**src/hw/rtl/sap_pkg.sv**
```systemverilog
// ----------------------------------------------------------------------------
// sap_pkg
// Shared types and constants of the shelf atlas packer.
// ----------------------------------------------------------------------------
package sap_pkg;

  localparam int unsigned RowDepthDef = 32;
  localparam int unsigned DimW        = 13;
  localparam int unsigned PosW        = 12;
  localparam int unsigned IdW         = 21;
  localparam int unsigned PageW       = 8;
  localparam int unsigned TotalW      = 9;

  localparam logic [DimW-1:0] PageWidthRst  = 13'd512;
  localparam logic [DimW-1:0] PageHeightRst = 13'd512;

  localparam logic RegPageWidth  = 1'b0;
  localparam logic RegPageHeight = 1'b1;

  typedef enum logic [2:0] {
    ST_IDLE,
    ST_EVAL,
    ST_DRAIN,
    ST_PLACE,
    ST_LAST
  } sap_state_e;

  typedef struct packed {
    logic [PosW-1:0] x;
    logic [IdW-1:0]  id;
  } sap_entry_t;

  typedef struct packed {
    logic shift;
    logic wr_en;
  } sap_chain_ctrl_t;

endpackage

```
**src/hw/rtl/sap_cell.sv**
```systemverilog
// ----------------------------------------------------------------------------
// sap_cell
// One slot of the open row: loads a placed glyph or takes its upper neighbor.
// ----------------------------------------------------------------------------
module sap_cell
  import sap_pkg::*;
(
  input  logic       clk_i,
  input  logic       load_i,
  input  logic       shift_i,
  input  sap_entry_t load_data_i,
  input  sap_entry_t next_i,
  output sap_entry_t data_o
);

  sap_entry_t data_q;

  always_ff @(posedge clk_i) begin
    if (load_i) begin
      data_q <= load_data_i;
    end else if (shift_i) begin
      data_q <= next_i;
    end
  end

  assign data_o = data_q;

endmodule

```
**src/hw/rtl/sap_row_chain.sv**
```systemverilog
// ----------------------------------------------------------------------------
// sap_row_chain
// Row store as a chain of cells that drains toward cell zero.
// ----------------------------------------------------------------------------
module sap_row_chain
  import sap_pkg::*;
#(
  parameter int unsigned Depth = RowDepthDef,
  parameter int unsigned FillW = $clog2(Depth + 1)
) (
  input  logic            clk_i,
  input  sap_chain_ctrl_t ctrl_i,
  input  logic [FillW-1:0] wr_pos_i,
  input  sap_entry_t      wr_entry_i,
  output sap_entry_t      head_o
);

  sap_entry_t cell_data [Depth];

  for (genvar k = 0; k < Depth; k++) begin : g_cell
    sap_entry_t next_data;
    logic       load;

    if (k == Depth - 1) begin : g_tail
      assign next_data = cell_data[k];
    end else begin : g_mid
      assign next_data = cell_data[k+1];
    end

    assign load = ctrl_i.wr_en && (wr_pos_i == FillW'(k));

    sap_cell u_cell (
      .clk_i       (clk_i),
      .load_i      (load),
      .shift_i     (ctrl_i.shift),
      .load_data_i (wr_entry_i),
      .next_i      (next_data),
      .data_o      (cell_data[k])
    );
  end

  assign head_o = cell_data[0];

endmodule

```
**src/hw/rtl/shelf_atlas_packer.sv**
```systemverilog
// ----------------------------------------------------------------------------
// shelf_atlas_packer
// Shelf packing of glyph boxes into rows on fixed-size atlas pages.
// ----------------------------------------------------------------------------
// Sequence: a glyph is accepted in IDLE, checked in EVAL and written into the
// row cell chain in PLACE; a row break, or the last glyph via LAST, drains the row.
// The drain shifts placements out of the head of the row cell chain while the
// output is free. A new glyph is accepted only in IDLE, once the last is handled.
// Reset clears the layout state, the row fill and the output valid; the page
// registers return to 512 by 512.
// ----------------------------------------------------------------------------
module shelf_atlas_packer
  import sap_pkg::*;
#(
  parameter int unsigned ROW_DEPTH = RowDepthDef
) (
  input  logic             clk_i,
  input  logic             rst_ni,
  input  logic             cfg_we_i,
  input  logic             cfg_idx_i,
  input  logic [DimW-1:0]  cfg_data_i,
  input  logic             s_axis_tvalid_i,
  output logic             s_axis_tready_o,
  // glyph_id, glyph_width, glyph_height, zero fill
  input  logic [47:0]      s_axis_tdata_i,
  input  logic             s_axis_tlast_i,
  output logic             m_axis_tvalid_o,
  input  logic             m_axis_tready_i,
  // placed_id, pos_x, pos_y, page_index, page_total, zero fill
  output logic [63:0]      m_axis_tdata_o,
  output logic             m_axis_tlast_o,
  // set_end
  output logic             m_axis_tuser_o
);

  localparam int unsigned FillW = $clog2(ROW_DEPTH + 1);

  sap_state_e       state_q, state_d;
  logic [DimW-1:0]  page_width_q, page_height_q;
  logic [DimW-1:0]  pen_x_q, pen_x_d;
  logic [DimW-1:0]  row_top_q, row_top_d;
  logic [DimW-1:0]  tallest_q, tallest_d;
  logic [PageW-1:0] page_q, page_d;
  logic [PageW-1:0] emit_page_q, emit_page_d;
  logic [PosW-1:0]  emit_y_q, emit_y_d;
  logic [FillW-1:0] fill_q, fill_d;
  logic             final_q, final_d;
  logic [IdW-1:0]   g_id_q;
  logic [DimW-1:0]  g_w_q, g_h_q;
  logic             g_last_q;

  logic             m_valid_q, m_valid_d;
  logic [63:0]      m_data_q, m_data_d;
  logic             m_last_q, m_last_d;
  logic             m_user_q, m_user_d;

  logic [DimW:0]    sum_x;
  logic [DimW+1:0]  need2;
  logic [DimW:0]    need1;
  logic             brk, move, out_free, in_acc, last_entry;
  logic [DimW-1:0]  top_new;
  logic [DimW:0]    top_sum;
  logic [DimW-1:0]  top_after;
  logic [PageW-1:0] page_inc;
  logic [PosW-1:0]  top_new_sat;
  logic [TotalW-1:0] total;

  sap_chain_ctrl_t  chain_ctrl;
  sap_entry_t       wr_entry, head;

  assign s_axis_tready_o = (state_q == ST_IDLE);
  assign in_acc          = s_axis_tvalid_i && s_axis_tready_o;
  assign out_free        = !m_valid_q || m_axis_tready_i;

  assign sum_x  = {1'b0, pen_x_q} + {1'b0, g_w_q};
  assign brk    = (sum_x > {1'b0, page_width_q}) || (fill_q >= FillW'(ROW_DEPTH));
  assign need2  = {2'b00, row_top_q} + {1'b0, tallest_q, 1'b0};
  assign need1  = {1'b0, row_top_q} + {1'b0, tallest_q};
  assign move   = (fill_q != '0) &&
                  ((state_q == ST_LAST) ? (need1 >= {1'b0, page_height_q})
                                        : (need2 >= {2'b00, page_height_q}));
  assign top_new     = move ? '0 : row_top_q;
  assign top_sum     = {1'b0, top_new} + {1'b0, tallest_q};
  assign top_after   = top_sum[DimW] ? '1 : top_sum[DimW-1:0];
  assign top_new_sat = top_new[DimW-1] ? '1 : top_new[PosW-1:0];
  assign page_inc    = (page_q == '1) ? page_q : page_q + 8'd1;
  assign last_entry  = (fill_q == FillW'(1));
  assign total       = {1'b0, emit_page_q} + 9'd1;

  assign wr_entry.id = g_id_q;
  assign wr_entry.x  = pen_x_q[DimW-1] ? '1 : pen_x_q[PosW-1:0];

  always_comb begin
    state_d     = state_q;
    pen_x_d     = pen_x_q;
    row_top_d   = row_top_q;
    tallest_d   = tallest_q;
    page_d      = page_q;
    emit_page_d = emit_page_q;
    emit_y_d    = emit_y_q;
    fill_d      = fill_q;
    final_d     = final_q;
    chain_ctrl  = '0;
    m_valid_d   = m_valid_q && !m_axis_tready_i;
    m_data_d    = m_data_q;
    m_last_d    = m_last_q;
    m_user_d    = m_user_q;

    case (state_q)
      ST_IDLE: begin
        if (in_acc) begin
          state_d = ST_EVAL;
        end
      end
      ST_EVAL: begin
        if (brk) begin
          page_d      = move ? page_inc : page_q;
          emit_page_d = move ? page_inc : page_q;
          emit_y_d    = top_new_sat;
          row_top_d   = top_after;
          pen_x_d     = '0;
          tallest_d   = '0;
          final_d     = 1'b0;
          state_d     = ST_DRAIN;
        end else begin
          state_d = ST_PLACE;
        end
      end
      ST_DRAIN: begin
        if (fill_q == '0) begin
          state_d = final_q ? ST_IDLE : ST_PLACE;
        end else if (out_free) begin
          chain_ctrl.shift = 1'b1;
          fill_d           = fill_q - FillW'(1);
          m_valid_d        = 1'b1;
          m_last_d         = last_entry && (final_q || !g_last_q);
          m_user_d         = last_entry && final_q;
          m_data_d         = {2'b00,
                              (last_entry && final_q) ? total : 9'd0,
                              emit_page_q, emit_y_q, head.x, head.id};
        end
      end
      ST_PLACE: begin
        chain_ctrl.wr_en = 1'b1;
        fill_d           = fill_q + FillW'(1);
        pen_x_d          = sum_x[DimW] ? '1 : sum_x[DimW-1:0];
        tallest_d        = (g_h_q > tallest_q) ? g_h_q : tallest_q;
        state_d          = g_last_q ? ST_LAST : ST_IDLE;
      end
      ST_LAST: begin
        emit_page_d = move ? page_inc : page_q;
        emit_y_d    = top_new_sat;
        page_d      = '0;
        row_top_d   = '0;
        pen_x_d     = '0;
        tallest_d   = '0;
        final_d     = 1'b1;
        state_d     = ST_DRAIN;
      end
      default: begin
        state_d = ST_IDLE;
      end
    endcase
  end

  always_ff @(posedge clk_i or negedge rst_ni) begin
    if (!rst_ni) begin
      state_q       <= ST_IDLE;
      page_width_q  <= PageWidthRst;
      page_height_q <= PageHeightRst;
      pen_x_q       <= '0;
      row_top_q     <= '0;
      tallest_q     <= '0;
      page_q        <= '0;
      fill_q        <= '0;
      final_q       <= 1'b0;
      m_valid_q     <= 1'b0;
    end else begin
      state_q   <= state_d;
      pen_x_q   <= pen_x_d;
      row_top_q <= row_top_d;
      tallest_q <= tallest_d;
      page_q    <= page_d;
      fill_q    <= fill_d;
      final_q   <= final_d;
      m_valid_q <= m_valid_d;
      if (cfg_we_i && (cfg_idx_i == RegPageWidth)) begin
        page_width_q <= cfg_data_i;
      end
      if (cfg_we_i && (cfg_idx_i == RegPageHeight)) begin
        page_height_q <= cfg_data_i;
      end
    end
  end

  always_ff @(posedge clk_i) begin
    emit_page_q <= emit_page_d;
    emit_y_q    <= emit_y_d;
    m_data_q    <= m_data_d;
    m_last_q    <= m_last_d;
    m_user_q    <= m_user_d;
    if (in_acc) begin
      g_id_q   <= s_axis_tdata_i[20:0];
      g_w_q    <= s_axis_tdata_i[33:21];
      g_h_q    <= s_axis_tdata_i[46:34];
      g_last_q <= s_axis_tlast_i;
    end
  end

  sap_row_chain #(
    .Depth (ROW_DEPTH),
    .FillW (FillW)
  ) u_row_chain (
    .clk_i      (clk_i),
    .ctrl_i     (chain_ctrl),
    .wr_pos_i   (fill_q),
    .wr_entry_i (wr_entry),
    .head_o     (head)
  );

  assign m_axis_tvalid_o = m_valid_q;
  assign m_axis_tdata_o  = m_data_q;
  assign m_axis_tlast_o  = m_last_q;
  assign m_axis_tuser_o  = m_user_q;

endmodule
```
**config.mk**
```make
export PLATFORM = sky130hd
export DESIGN_NAME = shelf_atlas_packer
export DESIGN_NICKNAME = d
export VERILOG_FILES = /design/src/hw/rtl/sap_pkg.sv /design/src/hw/rtl/sap_cell.sv /design/src/hw/rtl/sap_row_chain.sv /design/src/hw/rtl/shelf_atlas_packer.sv
export SDC_FILE = /design/constraint.sdc
export NUM_CORES = 2
export LEC_CHECK = 0
export BUFFER_PORTS_ARGS = -buffer_cell sky130_fd_sc_hd__buf_2
export CORE_ASPECT_RATIO = 2
export CORE_MARGIN = 1.5
export CORE_UTILIZATION = 67
export CTS_CLUSTER_DIAMETER = 150
export CTS_CLUSTER_SIZE = 20
export DETAILED_ROUTE_END_ITERATION = 10
export PLACE_DENSITY = 0.84
export SYNTH_ARGS = -nofsm -noshare
export SYNTH_HDL_FRONTEND = slang
export SYNTH_SLANG_ARGS = --single-unit
```
**constraint.sdc**
```tcl
create_clock -name clk_i -period 9.65 [get_ports clk_i]
set_clock_uncertainty 0.05 [all_clocks]
set_input_delay 0.965 -clock clk_i [delete_from_list [all_inputs] [get_ports clk_i]]
set_output_delay 0.965 -clock clk_i [all_outputs]
set_load 0.02 [all_outputs]
```
==> results.cfg <==
[synthesis]
synth_edf_count = 1188
synth_warnings = 0
syn_area_um2 = 55400
avgSynthCellArea_um2 = 14.7
synth_flop_cell = edfxtp_1
yosysTopAreaCell = edfxtp_1
ys_seq_area_frac = 0.682
synth-seq-cells = 1272
ys_types = 79
synthArstFlopShare = 0.0660
synthCells = 3779
yosys.area.top_type_share = 0.644
synth_area_leaders = edfxtp_1 (64%), mux2_2 (13%), dfrtp_1 (3.7%), o21ai_0 (3.7%), nand2_1 (3.1%)

[min_path]
hold_class = in2async

[placed_design]
dpl.hpwl_um = 67600
place_congestion = 0.872
port_buffers = 132

[pwr]
vdd_ir_drop_max_uv = 275
intPower_mw = 12.6
p_leak_nw = 21.6
switching_share = 0.325
p_comb_frac = 0.310
p_switching_mw = 6.09
powerDensity_nw_per_um2 = 318
seq_power_share = 0.525
clkPwrFrac = 0.165

[critical_path]
crit_path_end_kind = flop
crit_required_ns = 10.13
criticalPathCategory = reg2reg
max_stage_delay_ns = 0.46
crit_arrival_ns = 7.28
cp_max_fo = 31
path_common_cell = a21oi_1
start_kind = flop
worst_path_max_delay_cell = dfrtp_1

[layout]
antenna_cells = 0
drive_gt1_frac = 0.257
area_growth_pct = 6.02
nFillCells = 5315
final_common_cell = edfxtp_1
most-common-layout-cells = edfxtp_1 (1188), mux2_2 (638), nand2_1 (462)
nets = 3964

[cts]
postCtsSetupRepairBufs = 0
clkLatencyLatePin_ns = 0.67
hold_buffers = 0
h-tree-depth = 3
path_clk_slew_ns = 0.09
cts_sinks = 1272
cts_tree = done
cts_root_buffer = clkbuf_16
cts_buffers = 73
post_cts_resize_count = 0
ctsLongestPathBuffers = 3

[floorplan]
design.core.area_um2 = 82200
die_h_um = 410
initial_core_util = 0.674
die_area_um2 = 84600
rows = 149
die_x_um = 206
io_pins = 136

[routing]
wl_per_cell_um = 19.1
drtAntennaViolNets = 0
route.vias.total = 28800
drt_iter0_markers = 1579
first_pass_iters = 5
vias_per_cell = 5.92
drc = 0
totalWireLength_um = 93100

[outcome]
outcome = complete, no violations

[global_route]
grt.overflow.total = 0
grt_pass1_wl_um = 153000
track_usage = 0.230
antenna_found_initial = 0
grt_pass1_vias = 30000
grt_max_degree = 75

[sta]
relSlewSlack = 0.203
setup_viol = 0
finalMaxSlewViolations = 0
holdWs_ns = 0.0595
setup_tns_ns = 0
max_freq_mhz = 147
tightest_slew_ns = 1.20
rsz0062_at_grt = no
min_period_ns = 6.80
post-route-period-util = 0.705
hold_viol_final = 0

[job]
maxCapViolCount = 0
==> critical path: cells and delay by family, from the launching register on <==
kind / cells / cell delay (ns)
AND/OR/NAND/NOR: 3 / 0.69
flip-flops: 1 / 0.46
AO/OA/AOI/OAI: 19 / 3.63
adder cells (fa/ha/maj): 5 / 1.43
XOR/XNOR: 1 / 0.10
buffers and inverters: 2 / 0.29
==> cell type report <==
type	instances	area [um2]	share of cell area
multi-input cells	2165	16200	0.276
repair buffers	195	1140	0.0193
clock buffers	96	1930	0.0329
well taps	1057	1320	0.0225
clock inverters	6	86.3	0.00147
flip-flops and latches	1272	37800	0.643
inverters	76	285	0.00485
==> state kept, by name (all words and copies together), names as in the netlist <==
signal	count
row_top_q	13
page_width_q	13
page_height_q	13
m_axis_tdata_o	62
emit_y_q	12
fill_q	6
g_id_q	21
emit_page_q	8
m_axis_tlast_o	1
u_row_chain.g_cell.u_cell.data_o	1056
page_q	8
g_h_q	13
m_axis_tuser_o	1
tallest_q	13
state_q	3
pen_x_q	13
g_w_q	13
g_last_q	1
final_q	1
m_axis_tvalid_o	1
==> logic make-up (layout without fill, tap and decap cells) <==
group | Yosys count | in the layout | share of synthesized area
and+or+nand+nor | 718 | 718 | 0.0580
AOI/OAI and AO/OA | 595 | 595 | 0.0606
DFF | 1272 | 1272 | 0.682
other | 1 | 2 | 0.0000676
buffers and inverters | 343 | 373 | 0.0267
adders and majority gates | 113 | 113 | 0.0260
xor gates and xnor gates | 57 | 57 | 0.00914
muxes | 680 | 680 | 0.138
==> power groups by stage <==
stage / clock network [mW] / logic, mW / registers [mW]
3_5_place_dp: 0 / 5.84 / 9.94
6_report: 3.10 / 5.80 / 9.81
3_3_place_gp: 0 / 5.58 / 9.80
5_1_grt: 3.35 / 6.48 / 10.0
4_1_cts: 3.17 / 5.88 / 9.83
2_1_floorplan: 0 / 4.29 / 9.73
==> synth_stat cells, types with 9 or more instances <==
| library cell | count |
|---|---|
| buf_2 | 55 |
| nand2_2 | 15 |
| buf_6 | 12 |
| a21oi_1 | 82 |
| clkbuf_1 | 186 |
| xor2_1 | 19 |
| mux2_1 | 30 |
| nor2b_1 | 16 |
| o21a_1 | 11 |
| a31oi_1 | 10 |
| and2_1 | 17 |
| a21o_1 | 14 |
| dfrtp_1 | 82 |
| o21ai_0 | 408 |
| nor2_1 | 102 |
| nor3_1 | 9 |
| edfxtp_1 | 1188 |
| nand3_1 | 25 |
| buf_4 | 9 |
| nand2_1 | 462 |
| inv_1 | 76 |
| ha_1 | 109 |
| xnor2_1 | 37 |
| and3_1 | 16 |
| nand4_1 | 15 |
| mux2_2 | 638 |
| mux2i_1 | 12 |
==> per-stage QoR <==
stage	setup slack, ns	cell area [um2]	power, mW	cells	util
2_1_floorplan	3.95	55400	14.0	3780	-
3_3_place_gp	2.91	56700	15.4	4765	0.690
3_5_place_dp	2.87	56700	15.8	4765	0.690
4_1_cts	2.84	58800	18.9	4867	0.715
5_1_grt	2.37	58800	19.9	4867	0.715
6_report	2.85	58800	18.7	4867	0.715
==> final timing paths <==
check,slack (ns),cells past startpoint,from,end
min in group clk_i,0.37,0,u_row_chain.g_cell[0].u_cell.data_o[32],m_axis_tdata_o[32]
max in group asynchronous,8.27,2,rst_ni,page_height_q[11]
min,0.06,1,rst_ni,page_width_q[0]
min reg2reg,0.37,0,u_row_chain.g_cell[0].u_cell.data_o[32],m_axis_tdata_o[32]
max,2.85,30,tallest_q[0],row_top_q[12]
max reg2reg,2.85,30,tallest_q[0],row_top_q[12]
==> routing by layer <==
metal | track usage | vias to the layer above | wire length, um
met3 | 0.0300 | 135 | 2760
met4 | 0.0761 | 0 | 2630
li1 | - | 13900 | -
met2 | 0.462 | 425 | 55400
met5 | 0 | - | 0
met1 | 0.237 | 14300 | 32400
Power figures use the tool's default switching activity.
